<file path="src/spfs_pkg.sv">
// Shared types and constants for the space packet frame splitter.
// No dependencies; every other file refers to it by scoped names.
package spfs_pkg;

    // Packet header layout and size rule
    localparam int          OIP_W        = 17;
    localparam logic [16:0] HDR_LEN_HIGH = 17'd4;
    localparam logic [16:0] HDR_LEN_LOW  = 17'd5;
    localparam logic [16:0] SIZE_EXTRA   = 17'd7;

    // Result queue between parser and output stage
    localparam int QUEUE_DEPTH = 4;
    localparam int QPTR_W      = $clog2(QUEUE_DEPTH);

    // Frame status codes
    typedef enum logic [1:0] {
        ST_OK    = 2'd0,
        ST_SPLIT = 2'd1,
        ST_NONE  = 2'd2,
        ST_LONG  = 2'd3
    } t_frame_status;

    // One result item
    typedef struct packed {
        logic          has_record;
        logic [15:0]   start_offset;
        logic [16:0]   packet_size;
        logic          is_split;
        logic          frame_end;
        t_frame_status frame_status;
    } t_result;

endpackage

</file>
<file path="src/spfs_front.sv">
// Front end: per-byte packet parser with frame counters and the store_split register.
// Depends on spfs_pkg; pushes finished result beats into spfs_queue.
module spfs_front #(
    parameter int MAX_FRAME_BYTES = 65536
) (
    input  logic             i_clk,
    input  logic             i_rst_n,
    input  logic             i_cfg_wr_en,
    input  logic             i_cfg_wr_data,
    input  logic             i_beat,       // input beat accepted this cycle
    input  logic [7:0]       i_data_byte,
    input  logic             i_last,
    output logic             o_push,
    output spfs_pkg::t_result o_result
);

    localparam int FOFS_W = $clog2(MAX_FRAME_BYTES + 2);
    localparam logic [FOFS_W-1:0] FOFS_MAX  = FOFS_W'(MAX_FRAME_BYTES);
    localparam logic [FOFS_W-1:0] FOFS_SAT  = FOFS_W'(MAX_FRAME_BYTES + 1);

    logic [FOFS_W-1:0]         r_fofs, n_fofs;
    logic [15:0]               r_cstart, n_cstart;
    logic [spfs_pkg::OIP_W-1:0] r_oip, n_oip;
    logic [7:0]                r_lhb, n_lhb;
    logic [16:0]               r_csize, n_csize;
    logic                      r_stopped, n_stopped;
    logic                      r_seen, n_seen;
    logic                      r_store_split;

    logic [15:0]               pos_lo;
    logic [15:0]               len;
    logic [spfs_pkg::OIP_W-1:0] oip_inc;
    spfs_pkg::t_result         res;

    assign pos_lo = 16'(r_fofs);
    assign len    = {r_lhb, i_data_byte};

    // Parse one byte and build its result
    always_comb begin
        n_fofs    = r_fofs;
        n_cstart  = r_cstart;
        n_oip     = r_oip;
        n_lhb     = r_lhb;
        n_csize   = r_csize;
        n_stopped = r_stopped;
        n_seen    = r_seen;
        oip_inc   = r_oip + 17'd1;
        res       = '0;
        res.frame_status = spfs_pkg::ST_OK;

        if (r_fofs >= FOFS_MAX) begin
            n_fofs = FOFS_SAT;
        end else begin
            n_fofs = r_fofs + FOFS_W'(1);
            if (!r_stopped) begin
                if (r_oip == '0) begin
                    n_cstart = pos_lo;
                end
                if (r_oip == spfs_pkg::HDR_LEN_HIGH) begin
                    n_lhb = i_data_byte;
                end
                if (r_oip == spfs_pkg::HDR_LEN_LOW) begin
                    if (len == 16'd0) begin
                        n_stopped = 1'b1;
                    end else begin
                        n_csize = 17'(len) + spfs_pkg::SIZE_EXTRA;
                        n_seen  = 1'b1;
                    end
                end
                // packet complete
                if (!n_stopped && oip_inc > spfs_pkg::HDR_LEN_LOW && oip_inc == n_csize) begin
                    res.has_record   = 1'b1;
                    res.start_offset = n_cstart;
                    res.packet_size  = n_csize;
                    oip_inc          = '0;
                    n_csize          = '0;
                end
                n_oip = n_stopped ? '0 : oip_inc;
            end
        end

        // frame close: status, optional split record, clear per-frame state
        if (i_last) begin
            res.frame_end = 1'b1;
            priority if (n_fofs > FOFS_MAX) begin
                res.frame_status = spfs_pkg::ST_LONG;
            end else if (n_stopped) begin
                res.frame_status = n_seen ? spfs_pkg::ST_OK : spfs_pkg::ST_NONE;
            end else if (n_oip != '0) begin
                res.frame_status = spfs_pkg::ST_SPLIT;
                if (r_store_split) begin
                    res.has_record   = 1'b1;
                    res.start_offset = n_cstart;
                    res.packet_size  = n_oip;
                    res.is_split     = 1'b1;
                end
            end else begin
                res.frame_status = spfs_pkg::ST_OK;
            end
            n_fofs    = '0;
            n_cstart  = '0;
            n_oip     = '0;
            n_lhb     = '0;
            n_csize   = '0;
            n_stopped = 1'b0;
            n_seen    = 1'b0;
        end
    end

    assign o_push   = i_beat && (res.has_record || res.frame_end);
    assign o_result = res;

    // Parser state
    always_ff @(posedge i_clk) begin
        if (!i_rst_n) begin
            r_fofs    <= '0;
            r_cstart  <= '0;
            r_oip     <= '0;
            r_lhb     <= '0;
            r_csize   <= '0;
            r_stopped <= 1'b0;
            r_seen    <= 1'b0;
        end else if (i_beat) begin
            r_fofs    <= n_fofs;
            r_cstart  <= n_cstart;
            r_oip     <= n_oip;
            r_lhb     <= n_lhb;
            r_csize   <= n_csize;
            r_stopped <= n_stopped;
            r_seen    <= n_seen;
        end
    end

    // Config register
    always_ff @(posedge i_clk) begin
        if (!i_rst_n) begin
            r_store_split <= 1'b0;
        end else if (i_cfg_wr_en) begin
            r_store_split <= i_cfg_wr_data;
        end
    end

    // A stop always parks the packet offset at zero
    a_stop_clears_oip: assert property (@(posedge i_clk) disable iff (!i_rst_n)
        r_stopped |-> (r_oip == '0))
        else $error("offset in packet nonzero while stopped");

    // Frame end clears the frame counters
    a_frame_end_clears: assert property (@(posedge i_clk) disable iff (!i_rst_n)
        (i_beat && i_last) |=> (r_fofs == '0 && r_seen == 1'b0))
        else $error("frame state not cleared after last beat");

endmodule

</file>
<file path="src/spfs_queue.sv">
// Small register queue of result items between parser and output stage.
// Depends on spfs_pkg for the result type and depth.
module spfs_queue (
    input  logic              i_clk,
    input  logic              i_rst_n,
    input  logic              i_push,
    input  spfs_pkg::t_result i_data,
    input  logic              i_pop,
    output logic              o_full,
    output logic              o_valid,
    output spfs_pkg::t_result o_data
);

    localparam int CNT_W = $clog2(spfs_pkg::QUEUE_DEPTH + 1);

    spfs_pkg::t_result              r_mem [spfs_pkg::QUEUE_DEPTH];
    logic [spfs_pkg::QPTR_W-1:0]    r_wr_ptr;
    logic [spfs_pkg::QPTR_W-1:0]    r_rd_ptr;
    logic [CNT_W-1:0]               r_count;
    logic                           do_push;
    logic                           do_pop;

    assign o_full  = (r_count == CNT_W'(spfs_pkg::QUEUE_DEPTH));
    assign o_valid = (r_count != '0);
    assign o_data  = r_mem[r_rd_ptr];
    assign do_push = i_push && !o_full;
    assign do_pop  = i_pop && o_valid;

    // Storage
    always_ff @(posedge i_clk) begin
        if (do_push) begin
            r_mem[r_wr_ptr] <= i_data;
        end
    end

    // Pointers and fill count
    always_ff @(posedge i_clk) begin
        if (!i_rst_n) begin
            r_wr_ptr <= '0;
            r_rd_ptr <= '0;
            r_count  <= '0;
        end else begin
            if (do_push) begin
                r_wr_ptr <= r_wr_ptr + spfs_pkg::QPTR_W'(1);
            end
            if (do_pop) begin
                r_rd_ptr <= r_rd_ptr + spfs_pkg::QPTR_W'(1);
            end
            unique case ({do_push, do_pop})
                2'b10:   r_count <= r_count + CNT_W'(1);
                2'b01:   r_count <= r_count - CNT_W'(1);
                default: r_count <= r_count;
            endcase
        end
    end

    a_count_bound: assert property (@(posedge i_clk) disable iff (!i_rst_n)
        r_count <= CNT_W'(spfs_pkg::QUEUE_DEPTH))
        else $error("queue count over depth");

    a_push_counts: assert property (@(posedge i_clk) disable iff (!i_rst_n)
        (do_push && !do_pop) |=> (r_count == $past(r_count) + CNT_W'(1)))
        else $error("queue push not counted");

endmodule

</file>
<file path="src/spfs_back.sv">
// Back end: output register that drains the queue and packs result beats.
// Depends on spfs_pkg for the result type.
module spfs_back (
    input  logic              i_clk,
    input  logic              i_rst_n,
    input  logic              i_q_valid,
    input  spfs_pkg::t_result i_q_data,
    output logic              o_pop,
    output logic              o_tvalid,
    input  logic              i_tready,
    output logic [39:0]       o_tdata,
    output logic [3:0]        o_tuser,
    output logic              o_tlast
);

    logic              r_valid;
    spfs_pkg::t_result r_out;

    // Load when the register is empty or its beat is taken
    assign o_pop = i_q_valid && (!r_valid || i_tready);

    always_ff @(posedge i_clk) begin
        if (!i_rst_n) begin
            r_valid <= 1'b0;
        end else if (o_pop) begin
            r_valid <= 1'b1;
        end else if (i_tready) begin
            r_valid <= 1'b0;
        end
    end

    always_ff @(posedge i_clk) begin
        if (o_pop) begin
            r_out <= i_q_data;
        end
    end

    // Pack fields onto the bus
    assign o_tvalid = r_valid;
    assign o_tdata  = {7'd0, r_out.packet_size, r_out.start_offset};
    assign o_tuser  = {r_out.frame_status, r_out.is_split, r_out.has_record};
    assign o_tlast  = r_out.frame_end;

endmodule

</file>
<file path="src/space_packet_frame_splitter.sv">
// Top level of the space packet frame splitter.
// Depends on spfs_pkg, spfs_front, spfs_queue and spfs_back.
//
// Usage:
//   Slave stream: one frame byte per beat in s_axis_tdata[7:0], s_axis_tlast on
//   the frame's last byte. Master stream: one result beat per finished packet
//   and one at each frame end (they share a beat when a packet closes the frame).
//   m_axis_tlast marks the frame end beat; m_axis_tuser carries the record flag,
//   split flag and frame status.
//   Throughput: one byte per cycle while the result queue is not full; the parser
//   updates its counters once per byte. A result reaches the master side through
//   the queue write and then the output register.
//   Stall: a four-entry result queue plus the output register absorb a stalled
//   receiver; s_axis_tready drops only once the queue is full.
//   Reset (i_rst_n low, synchronous) clears all frame state, the queue and
//   store_split. store_split is written through i_cfg_wr_en / i_cfg_wr_data; the user
//   must write it only while the block is idle, and the block does not enforce this.
module space_packet_frame_splitter #(
    parameter int MAX_FRAME_BYTES = 65536
) (
    input  logic        i_clk,
    input  logic        i_rst_n,
    input  logic        i_cfg_wr_en,
    input  logic        i_cfg_wr_data,   // store_split
    input  logic        s_axis_tvalid,
    output logic        s_axis_tready,
    input  logic [7:0]  s_axis_tdata,    // [7:0] data_byte
    input  logic        s_axis_tlast,    // last_in_frame
    output logic        m_axis_tvalid,
    input  logic        m_axis_tready,
    output logic [39:0] m_axis_tdata,    // [15:0] start_offset, [32:16] packet_size, zero pad
    output logic [3:0]  m_axis_tuser,    // [0] has_record, [1] is_split, [3:2] frame_status
    output logic        m_axis_tlast     // frame_end
);

    logic              beat;
    logic              push;
    logic              q_full;
    logic              q_valid;
    logic              pop;
    spfs_pkg::t_result push_data;
    spfs_pkg::t_result q_data;

    assign s_axis_tready = !q_full;
    assign beat          = s_axis_tvalid && s_axis_tready;

    spfs_front #(
        .MAX_FRAME_BYTES (MAX_FRAME_BYTES)
    ) u_front (
        .i_clk         (i_clk),
        .i_rst_n       (i_rst_n),
        .i_cfg_wr_en   (i_cfg_wr_en),
        .i_cfg_wr_data (i_cfg_wr_data),
        .i_beat        (beat),
        .i_data_byte   (s_axis_tdata),
        .i_last        (s_axis_tlast),
        .o_push        (push),
        .o_result      (push_data)
    );

    spfs_queue u_queue (
        .i_clk   (i_clk),
        .i_rst_n (i_rst_n),
        .i_push  (push),
        .i_data  (push_data),
        .i_pop   (pop),
        .o_full  (q_full),
        .o_valid (q_valid),
        .o_data  (q_data)
    );

    spfs_back u_back (
        .i_clk     (i_clk),
        .i_rst_n   (i_rst_n),
        .i_q_valid (q_valid),
        .i_q_data  (q_data),
        .o_pop     (pop),
        .o_tvalid  (m_axis_tvalid),
        .i_tready  (m_axis_tready),
        .o_tdata   (m_axis_tdata),
        .o_tuser   (m_axis_tuser),
        .o_tlast   (m_axis_tlast)
    );

endmodule
</file>
<file path="config.mk">
export PLATFORM = sky130hd
export DESIGN_NAME = space_packet_frame_splitter
export DESIGN_NICKNAME = d
export VERILOG_FILES = /design/src/spfs_pkg.sv /design/src/spfs_front.sv /design/src/spfs_queue.sv /design/src/spfs_back.sv /design/src/space_packet_frame_splitter.sv
export SDC_FILE = /design/constraint.sdc
export NUM_CORES = 1
export LEC_CHECK = 0
export BUFFER_PORTS_ARGS = -buffer_cell sky130_fd_sc_hd__buf_2
export CAP_MARGIN = 20
export CELL_PAD_IN_SITES_DETAIL_PLACEMENT = 1
export CELL_PAD_IN_SITES_GLOBAL_PLACEMENT = 2
export CORE_UTILIZATION = 46
export DETAILED_ROUTE_END_ITERATION = 10
export PLACE_DENSITY_LB_ADDON = 0.1
export SLEW_MARGIN = 20
export SYNTH_ARGS = -nofsm -noshare
export SYNTH_HDL_FRONTEND = slang
export SYNTH_HIERARCHICAL = 1
export SYNTH_SLANG_ARGS = --single-unit
</file>
<file path="constraint.sdc">
create_clock -name i_clk -period 14 [get_ports i_clk]
set_input_delay 2.8 -clock i_clk [delete_from_list [all_inputs] [get_ports i_clk]]
set_output_delay 2.8 -clock i_clk [all_outputs]
set_load 0.02 [all_outputs]
</file>
==> flow_summary.toml <==
[outcome]
outcome = "completed"

[synth]
synth-main-ff-cell = "edfxtp_1"
yosysMostFrequentCell = "edfxtp_1"
yosysWarnings = 6
syn_inst = 1050
syn-cell-area_mm2 = 0.0131
synth-edff-count = 190
synthTopCellsByCount = "edfxtp_1 (190), dfxtp_1 (88), nand2_1 (81), nor2b_1 (61), a22oi_1 (49)"
syn_avg_cell_area_um2 = 12.5
ys_types = 76
synth_top_area_cell = "edfxtp_1"
yosysSeqAreaShare = 0.571
synth_top_area_share = 0.436
ys_ff_latch = 278
synthTopCellsByArea = "edfxtp_1 (44%), dfxtp_1 (13%), mux4_2 (6.5%), nor2b_1 (2.9%), a22oi_1 (2.8%)"
ys_async_sr_fraction = 0

[critical_path]
cp-end-kind = "register"
cp-start-kind = "input port"
critical_path_class = "in -> reg"
worstPathRequired_ps = 14170
cp_max_fo = 38
arrival_ps = 7630

[sta]
final_hold_viol_count = 0
setup_viol = 0
drv_slew = 0
tns_ps = 0
fin_skew_ps = 16.7
fin_hold_ws_ps = 468
relSlewSlack = 0.289
fmax_mhz = 134
min_period_over_period = 0.533
rsz0062_at_grt = "no"
tightest_slew_ps = 1060
period_minus_slack_ps = 7460

[worst_hold_path]
worst_hold_path_type = "reg -> reg"

[cells_and_area]
stdcell_count = 1479
nNetsFinal = 1106
layout-drive-gt1-share = 0.170
syn2layout_area_growth_pct = 10.7

[global_routing]
grt.total_usage = 0.234
grt_max_degree = 80
grt_pass1_wl_um = 51700
antenna_found_initial = 0
grt_overflow = 0
grt_pass1_vias = 8741

[run]
drv_cap = 0

[drt]
wl_per_cell_um = 22.5
firstDrtPassIters = 5
antenna_left = 0
vias_per_cell = 5.85
drt_iter0_drc = 667
drcViolationCount = 0
num_vias = 8645
wirelength_um = 33300

[pwr]
pwr_density_cell_mw_per_mm2 = 141
power_frac_clock = 0.366
p_seq_frac = 0.482
power.internal_mw = 1.51
combPwrFrac = 0.152
netSwitchingPower_mw = 0.538
p_leak_nw = 4.76
ir_worst_vdd_mv = 0.104
switching_share = 0.263
power_mw = 2.05

[cts]
cts.clk_slew.worst_paths_ps = 60
cts_made_buffers = 30
cts_sinks = 278
insertion_delay_ps = 560
ctsResizeCount = 0
h-tree-depth = 1
hold_buffers = 0
clockRootBuffer = "clkbuf_16"
post_cts_buffers = 0
cts_tree = "yes"
clk_path_buf_depth = 3

[floorplan]
die_area_mm2 = 0.0291
coreArea_mm2 = 0.0279
rows = 61
fp.dieW_um = 171
die_y_um = 171
start_util = 0.469
io_pins = 62

[placed_design]
gp_congestion = 0.859
io_buffers = 54
hpwlAfterDp_um = 22700
dpl.cell_count = 1423
==> metal layers <==
metal | routed length [um] | track usage | part of all wire | vias up
li1 | - | - | - | 4003
met1 | 16100 | 0.345 | 0.48 | 4368
met2 | 15000 | 0.368 | 0.45 | 228
met3 | 1540 | 0.0333 | 0.046 | 46
met4 | 611 | 0.0490 | 0.018 | 0
met5 | 0 | 0 | 0 | -
==> final timing paths <==
path                                         from                              end  slack (ps)  cells after the start
setup reg to reg    u_front/r_oip[0]$_SDFFE_PN0P_    u_queue/r_mem[3][5]$_DFFE_PP_        8010                     13
hold / removal    u_front/r_csize[8]$_SDFFE_PN0P_  u_front/r_csize[8]$_SDFFE_PN0P_         470                      1
setup / recovery                  s_axis_tdata[0]    u_queue/r_mem[3][5]$_DFFE_PP_        6540                     15
hold reg to reg   u_front/r_csize[8]$_SDFFE_PN0P_  u_front/r_csize[8]$_SDFFE_PN0P_         470                      1
==> final cells by class <==
| cell class | count | area, um2 |
|---|---|---|
| fillers | 2822 | 13400 |
| clock buffers | 36 | 773 |
| repair buffers | 65 | 369 |
| flip-flops and latches | 278 | 7470 |
| diodes | 1 | 2.50 |
| clock inverters | 18 | 169 |
| inverters | 26 | 97.6 |
| well taps | 378 | 473 |
| multi-input cells | 677 | 5120 |
==> power by group through the flow <==
stage | clock network (mW) | logic [mW] | registers, mW
after floorplan | 0 | 0.162 | 1.07
final | 0.749 | 0.312 | 0.987
after global placement | 0 | 0.303 | 1.00
after global routing | 0.792 | 0.340 | 0.995
after CTS | 0.765 | 0.308 | 0.991
after detailed placement | 0 | 0.307 | 1.01
==> sequential cells by signal, indices dropped and copies added, names as in the netlist, named ones only <==
name                   count
u_queue/r_rd_ptr           2
u_front/r_stopped          1
u_queue/r_mem            152
u_queue/r_wr_ptr           2
u_queue/r_count            3
u_front/r_oip             17
u_back/o_tvalid            1
u_front/r_cstart          16
u_front/r_store_split      1
u_back/o_tlast             1
u_front/r_seen             1
u_back/o_tdata            33
u_back/o_tuser             4
u_front/r_lhb              8
u_front/r_fofs            17
u_front/r_csize           17
==> logic make-up after synthesis <==
| family | share of synthesized area |
|---|---|
| xor+xnor | 0.0328 |
| mux | 0.0831 |
| fa+ha+maj | 0.0130 |
| buf+inv | 0.0408 |
| flops | 0.571 |
| simple gates | 0.149 |
| compound gates | 0.110 |
| other cells | 0.000287 |
==> stage by stage <==
stage,util,setup slack (ps),area (um2)
global placement,0.484,6150,13500
detailed placement,0.485,5960,13500
floorplan,-,6830,13100
finish,0.520,6540,14500
CTS,0.519,6540,14500
global route,0.519,6040,14500
==> cell usage in the layout, fill, tap and decap left out, drive strengths merged, types with 5 or more instances in the layout <==
cell type and count:
nand3 22, nor4b 5, nand2 82, nand4 17, buf 65, xnor2 30, inv 26, nor3b 7
mux4 38, o21ai 40, o31ai 9, mux2i 13, a21oi 38, edfxtp 190, o2bb2ai 10, or3 8
and2 18, nand2b 10, clkinv 13, clkbuf 36, nor4 21, a32oi 8, o22ai 9, a22oi 49
o21a 10, nor2b 62, xor2 19, a31oi 5, nor2 42, dfxtp 88, a21boi 9, nor3 27
mux2 9, conb 7, ha 12
==> critical path, cell delays in order <==
cell and delay, ps:
buf_2 140, inv_1 80, ha_1 160, nor4b_2 270, nand4_2 330, nand2_1 550
o211ai_1 170, a211oi_1 280, nand4_1 260, nor4_4 340, and2_1 610, nor2_1 100
nor2_1 120, nor2b_1 430, and2_2 930
(Power assumes the default switching activity.)
